## src/rtl/core/i2rd_pkg.sv

```systemverilog
// Package for the radix digit unit: state type, field widths, ASCII constants
// and the digit-to-character function. No dependencies.
`default_nettype none

package i2rd_pkg;

  localparam int RADIX_W     = 6;
  localparam int DIGIT_W     = 6;
  localparam int CHAR_W      = 7;
  localparam int OUT_TDATA_W = 8;

  localparam logic [RADIX_W-1:0] RADIX_MIN     = 6'd2;
  localparam logic [RADIX_W-1:0] RADIX_MAX     = 6'd36;
  localparam logic [DIGIT_W-1:0] DECIMAL_LIMIT = 6'd10;
  localparam logic [CHAR_W-1:0]  ASCII_ZERO    = 7'h30;
  localparam logic [CHAR_W-1:0]  ASCII_A       = 7'h41;
  localparam logic [CHAR_W-1:0]  ASCII_NINE    = 7'h39;
  localparam logic [CHAR_W-1:0]  ASCII_Z       = 7'h5A;

  typedef enum logic [1:0] {
    ST_IDLE,
    ST_DIV,
    ST_RD,
    ST_OUT
  } i2rd_state_e;

  // Digit value 0..35 to '0'-'9' or 'A'-'Z'
  function automatic logic [CHAR_W-1:0] to_ascii(input logic [DIGIT_W-1:0] d);
    logic [CHAR_W-1:0] c;
    if (d < DECIMAL_LIMIT) begin
      c = ASCII_ZERO + CHAR_W'(d);
    end else begin
      c = ASCII_A + CHAR_W'(d - DECIMAL_LIMIT);
    end
    return c;
  endfunction

endpackage

`default_nettype wire

```

## src/rtl/core/integer_to_radix_digits_unit.sv

```systemverilog
// Integer to ASCII radix digits: bit-serial divider, digit store, reverse read-out.
// Depends on i2rd_pkg.
//
// Channel | Dir | Fields (low bit first)            | Handshake
// s_axis  | in  | tdata: value, radix, zero padding | tvalid/tready
// m_axis  | out | tdata: digit_char, 0; tlast: last | tvalid/tready
//
// Each digit takes one pass over all VALUE_BITS bits in the restoring divider
// (one quotient bit per cycle). Read-out passes each digit through the single
// registered read port (ST_RD) before it is shown on m_axis (ST_OUT).
// Reset clears the control state; the digit store is not cleared.
// A stall on m_axis holds the current digit; a new request is taken only
// once the last digit of the previous one has left.
`default_nettype none

module integer_to_radix_digits_unit #(
  parameter int VALUE_BITS  = 31,
  parameter int DIGIT_DEPTH = 32,
  localparam int InW = ((VALUE_BITS + i2rd_pkg::RADIX_W + 7) / 8) * 8
) (
  input  wire logic                             clk_i,
  input  wire logic                             rst_ni,
  input  wire logic                             s_axis_tvalid_i,
  output logic                                  s_axis_tready_o,
  input  wire logic [InW-1:0]                   s_axis_tdata_i,  // value, radix, pad
  output logic                                  m_axis_tvalid_o,
  input  wire logic                             m_axis_tready_i,
  output logic [i2rd_pkg::OUT_TDATA_W-1:0]      m_axis_tdata_o,  // digit_char, pad
  output logic                                  m_axis_tlast_o   // last
);

  import i2rd_pkg::*;

  localparam int IdxW = $clog2(DIGIT_DEPTH);
  localparam int BitW = $clog2(VALUE_BITS);

  i2rd_state_e st_q, st_d;

  logic [VALUE_BITS-1:0] quo_q;
  logic [DIGIT_W-1:0]    rem_q;
  logic [RADIX_W-1:0]    radix_q;
  logic                  nz_q;
  logic [BitW-1:0]       bit_q;
  logic [IdxW-1:0]       dig_q;
  logic [DIGIT_W-1:0]    rd_q;
  logic [DIGIT_W-1:0]    store_q [DIGIT_DEPTH];

  logic                  in_acc, out_acc;
  logic [RADIX_W-1:0]    radix_in, radix_sat;
  logic [DIGIT_W:0]      partial;
  logic                  ge;
  logic [DIGIT_W-1:0]    rem_next;
  logic                  nz_next, last_bit, stop;

  assign in_acc  = s_axis_tvalid_i & s_axis_tready_o;
  assign out_acc = m_axis_tvalid_o & m_axis_tready_i;

  // Radix clamp to 2..36
  assign radix_in = s_axis_tdata_i[VALUE_BITS +: RADIX_W];
  always_comb begin
    radix_sat = radix_in;
    if (radix_in < RADIX_MIN) begin
      radix_sat = RADIX_MIN;
    end else if (radix_in > RADIX_MAX) begin
      radix_sat = RADIX_MAX;
    end
  end

  // One restoring division step
  assign partial  = {rem_q, quo_q[VALUE_BITS-1]};
  assign ge       = partial >= {1'b0, radix_q};
  assign rem_next = ge ? DIGIT_W'(partial - {1'b0, radix_q}) : partial[DIGIT_W-1:0];
  assign nz_next  = nz_q | ge;
  assign last_bit = (bit_q == '0);
  assign stop     = !nz_next || (dig_q == IdxW'(DIGIT_DEPTH - 1));

  // Next state
  always_comb begin
    st_d = st_q;
    unique case (st_q)
      ST_IDLE: if (s_axis_tvalid_i) st_d = ST_DIV;
      ST_DIV:  if (last_bit && stop) st_d = ST_RD;
      ST_RD:   st_d = ST_OUT;
      ST_OUT: begin
        if (m_axis_tready_i) begin
          st_d = (dig_q == '0) ? ST_IDLE : ST_RD;
        end
      end
      default: st_d = ST_IDLE;
    endcase
  end

  // Handshake outputs
  always_comb begin
    s_axis_tready_o = 1'b0;
    m_axis_tvalid_o = 1'b0;
    unique case (st_q)
      ST_IDLE: s_axis_tready_o = 1'b1;
      ST_OUT:  m_axis_tvalid_o = 1'b1;
      default: ;
    endcase
  end

  assign m_axis_tdata_o = {{(OUT_TDATA_W - CHAR_W){1'b0}}, to_ascii(rd_q)};
  assign m_axis_tlast_o = (dig_q == '0);

  // Control registers
  always_ff @(posedge clk_i or negedge rst_ni) begin
    if (!rst_ni) begin
      st_q  <= ST_IDLE;
      nz_q  <= 1'b0;
      bit_q <= '0;
      dig_q <= '0;
    end else begin
      st_q <= st_d;
      if (in_acc) begin
        nz_q  <= 1'b0;
        bit_q <= BitW'(VALUE_BITS - 1);
        dig_q <= '0;
      end else if (st_q == ST_DIV) begin
        if (last_bit) begin
          if (!stop) begin
            nz_q  <= 1'b0;
            bit_q <= BitW'(VALUE_BITS - 1);
            dig_q <= dig_q + 1'b1;
          end
        end else begin
          nz_q  <= nz_next;
          bit_q <= bit_q - 1'b1;
        end
      end else if (out_acc && (dig_q != '0)) begin
        dig_q <= dig_q - 1'b1;
      end
    end
  end

  // Divider datapath
  always_ff @(posedge clk_i) begin
    if (in_acc) begin
      quo_q   <= s_axis_tdata_i[VALUE_BITS-1:0];
      radix_q <= radix_sat;
      rem_q   <= '0;
    end else if (st_q == ST_DIV) begin
      quo_q <= {quo_q[VALUE_BITS-2:0], ge};
      rem_q <= last_bit ? '0 : rem_next;
    end
  end

  // Digit store: written at the end of each digit, read back in reverse
  always_ff @(posedge clk_i) begin
    if ((st_q == ST_DIV) && last_bit) begin
      store_q[dig_q] <= rem_next;
    end
    if (st_q == ST_RD) begin
      rd_q <= store_q[dig_q];
    end
  end

endmodule

`default_nettype wire

```

## config.mk

```make
export PLATFORM = sky130hd
export DESIGN_NAME = integer_to_radix_digits_unit
export DESIGN_NICKNAME = d
export VERILOG_FILES = /design/src/rtl/core/i2rd_pkg.sv /design/src/rtl/core/integer_to_radix_digits_unit.sv
export SDC_FILE = /design/constraint.sdc
export NUM_CORES = 1
export LEC_CHECK = 0
export CORE_ASPECT_RATIO = 0.7
export CORE_MARGIN = 2
export CORE_UTILIZATION = 55
export CTS_CLUSTER_SIZE = 12
export DETAILED_ROUTE_END_ITERATION = 8
export DONT_BUFFER_PORTS = 1
export GPL_ROUTABILITY_DRIVEN = 1
export GPL_TIMING_DRIVEN = 0
export PLACE_DENSITY = 0.7
export SLEW_MARGIN = 30
export SYNTH_ARGS = -nofsm -noshare
export SYNTH_HDL_FRONTEND = slang
export SYNTH_SLANG_ARGS = --single-unit
```

## constraint.sdc

```tcl
create_clock -name clk_i -period 7.5 [get_ports clk_i]
set_input_delay 1.125 -clock clk_i [delete_from_list [all_inputs] [get_ports clk_i]]
set_output_delay 1.125 -clock clk_i [all_outputs]
set_load 0.01 [all_outputs]
```

==> flow_metrics.env <==
export IMPL_drv_slew=0
export IMPL_core_area_um2=19000
export IMPL_min_period_ns=3.52
export IMPL_p_per_area_nw_per_um2=424
export IMPL_die_h_um=121
export IMPL_postCtsHoldBufs=0
export IMPL_synth_area_leader_cell="edfxtp_1"
export IMPL_ant_nets=0
export IMPL_setup_viol=0
export IMPL_netlist_cell_type_count=56
export IMPL_hold_viol=0
export IMPL_cts_buffers=25
export IMPL_p_comb_share_pct=35.5
export IMPL_grt_util_all_layers_pct=21.2
export IMPL_clkLatencyLatePin_ns=0.51
export IMPL_root_buffer="clkbuf_16"
export IMPL_dieWidth_um=171
export IMPL_wl_per_cell_um=22.6
export IMPL_reg2reg_slack_ns=4.72
export IMPL_io_buffers=0
export IMPL_ys_seq_area_share_pct=70.1
export IMPL_synthFlopType="edfxtp_1"
export IMPL_fin_util_pct=62.3
export IMPL_switchingPower_mw=1.66
export IMPL_fillers=1358
export IMPL_grt_pass1_wl_um=32300
export IMPL_ir_worst_vdd_mv=0.232
export IMPL_netSwitchingFraction_pct=33.2
export IMPL_ys_ff_latch=254
export IMPL_gp_congestion=0.882
export IMPL_layout_area_seq_um2=7500
export IMPL_endpoint_kind="output port"
export IMPL_die_area_um2=20600
export IMPL_grt_overflow_total=0
export IMPL_cts_resized=0
export IMPL_worstSetupStartpointType="flop"
export IMPL_synth_edf_count=235
export IMPL_cp_max_fo=4
export IMPL_grt_start_max_net_pins=34
export IMPL_routed_wl_um=21200
export IMPL_io_pins=55
export IMPL_dp_cells=890
export IMPL_fin_crit_sh_pct=46.9
export IMPL_max_cap_viol_count=0
export IMPL_synthesis_instances=623
export IMPL_rsz0062_at_grt="no"
export IMPL_finClkSkew_ns=0.0141
export IMPL_p_int_mw=3.35
export IMPL_critPathMaxStageDelay_ns=0.52
export IMPL_layout_commonest_cell="edfxtp_1"
export IMPL_htreeDepth=1
export IMPL_drtPass1Iterations=5
export IMPL_path_common_cell="nand2_1"
export IMPL_final_nets=712
export IMPL_reg2reg_depth=6
export IMPL_async_reset_ff_share_pct=5.12
export IMPL_pwr_share_clk_pct=22.1
export IMPL_synth_top_cell_area_share_pct=65.9
export IMPL_layout_common_cells="235 x edfxtp_1, 52 x nor2_1, 48 x mux4_2"
export IMPL_via_per_inst=6.06
export IMPL_worstSetupPathType="reg -> out"
export IMPL_fmax_mhz=284
export IMPL_drive_above_1_share_pct=21.3
export IMPL_start_util_pct=56.4
export IMPL_worstPathRequired_ns=6.38
export IMPL_antenna_cells=0
export IMPL_fin_setup_tns_ns=0
export IMPL_antenna_found_initial=0
export IMPL_synth_area_leaders="edfxtp_1 66%, mux4_2 10%, mux2_2 3.6%"
export IMPL_post_cts_setup_buffer_count=0
export IMPL_hp_class="in -> async"
export IMPL_maxSlewHeadroom_pct=42.7
export IMPL_area_delta_synth_final_pct=10.4
export IMPL_p_seq_share_pct=42.4
export IMPL_syn_area_um2=10700
export IMPL_clk_pin_slew_worst_paths_ns=0.06
export IMPL_multiInputGateArea_um2=3020
export IMPL_fin_cells=935
export IMPL_post_synth_cell_area_avg_um2=17.2
export IMPL_status="finished, final reports clean"
export IMPL_max_slew_worst_pin_slew_ns=0.859
export IMPL_synth_nets=682
export IMPL_grt_pass1_vias=5625
export IMPL_clkSinkCount=254
export IMPL_drcViolationCount=0
export IMPL_hpwlAfterDp_um=14200
export IMPL_yosys_warnings=0
export IMPL_cts_buffer_depth=3
export IMPL_total_power_mw=5.01
export IMPL_tritoncts="done"
export IMPL_leakage_nw=3.90
export IMPL_fp_row_count=42
export IMPL_drt_iter0_drc=702
export IMPL_vias=5662
export IMPL_crit_path_top_delay_cell="o21ai_0"
export IMPL_crit_chain="inv_1 -> ha_1 -> nand2_1 -> o21ai_0 -> nand2_1 -> xnor2_1"
export IMPL_worstPathArrival_ns=2.39
## worst max-delay path: cells and delay by family (launching register included)
family | cells | cell delay [ns]
compound gates | 1 | 0.52
xor+xnor | 1 | 0.43
fa+ha+maj | 1 | 0.20
buf+inv | 1 | 0.12
flops | 1 | 0.38
simple gates | 2 | 0.24
## routing by layer
metal | up-vias | track usage (%) | share of wire (%) | wire (um)
li1 | 2516 | - | - | -
met1 | 2888 | 34.1 | 46 | 9720
met2 | 222 | 30.4 | 45 | 9510
met3 | 36 | 3.63 | 7.2 | 1530
met4 | 0 | 4.97 | 1.9 | 400
met5 | - | 0 | 0 | 0
## state kept, by name, indices dropped and copies added, names as in the netlist
register and flops:
quo_q 31, rd_q 6, rem_q 6, store_q 192, radix_q 6, bit_q 5, dig_q 5, nz_q 1
st_q 2
## cell usage after synthesis, drive strengths merged, types with 4 or more instances
| library cell | count |
|---|---|
| edfxtp | 235 |
| nor2 | 52 |
| mux4 | 48 |
| mux2 | 38 |
| inv | 23 |
| a21oi | 20 |
| nand2 | 18 |
| buf | 16 |
| nor2b | 15 |
| clkbuf | 13 |
| dfrtp | 13 |
| ha | 13 |
| a22oi | 12 |
| o21ai | 12 |
| nand4 | 8 |
| nand3 | 7 |
| a22o | 6 |
| dfxtp | 6 |
| xnor2 | 6 |
| a211oi | 5 |
| nand2b | 5 |
| nor3 | 5 |
| and2 | 4 |
## power groups by stage
stage / registers, mW / logic [mW] / clock network [mW]
after floorplan: 2.13 / 1.23 / 0
after global placement: 2.16 / 1.63 / 0
after detailed placement: 2.15 / 1.77 / 0
after CTS: 2.12 / 1.78 / 1.13
after global routing: 2.14 / 1.94 / 1.18
final: 2.12 / 1.78 / 1.11
## stage by stage
step	instance area, um2	setup slack (ns)	hold WS [ns]
floorplan	10700	4.24	0.467
global placement	11000	2.48	0.495
detailed placement	11100	4.50	0.503
CTS	11800	3.96	0.284
global route	11800	3.82	0.278
finish	11800	3.98	0.302
## worst paths after layout
check / start / endpoint
max: rd_q[4] / m_axis_tdata_o[2]
min: rst_ni / st_q[1]
max reg2reg: bit_q[0] / store_q[23][0]
min reg2reg: bit_q[0] / bit_q[0]
max in group asynchronous: rst_ni / nz_q
min in group clk_i: bit_q[0] / bit_q[0]
## cell families (layout without fill, tap and decap cells)
| group | Yosys count | after routing | share of synthesized area (%) |
|---|---|---|---|
| adder cells (fa/ha/maj) | 16 | 16 | 1.99 |
| flip-flops | 254 | 254 | 70.1 |
| other | 1 | 1 | 0.0350 |
| XOR/XNOR | 8 | 8 | 0.655 |
| multiplexers | 87 | 87 | 14.3 |
| AO/OA/AOI/OAI | 75 | 75 | 4.83 |
| buffers and inverters | 52 | 100 | 2.03 |
| AND/OR/NAND/NOR | 130 | 130 | 6.03 |
## final cells by class
cell class	count	share of cell area, %
Inverter	23	0.731
Sequential cell	254	63.5
Clock inverter	2	0.116
Buffer	29	1.11
Multi-Input combinational cell	317	25.5
Clock buffer	43	5.87
Tap cell	264	2.80
Timing Repair Buffer	3	0.349
(Power assumes the default switching activity.)
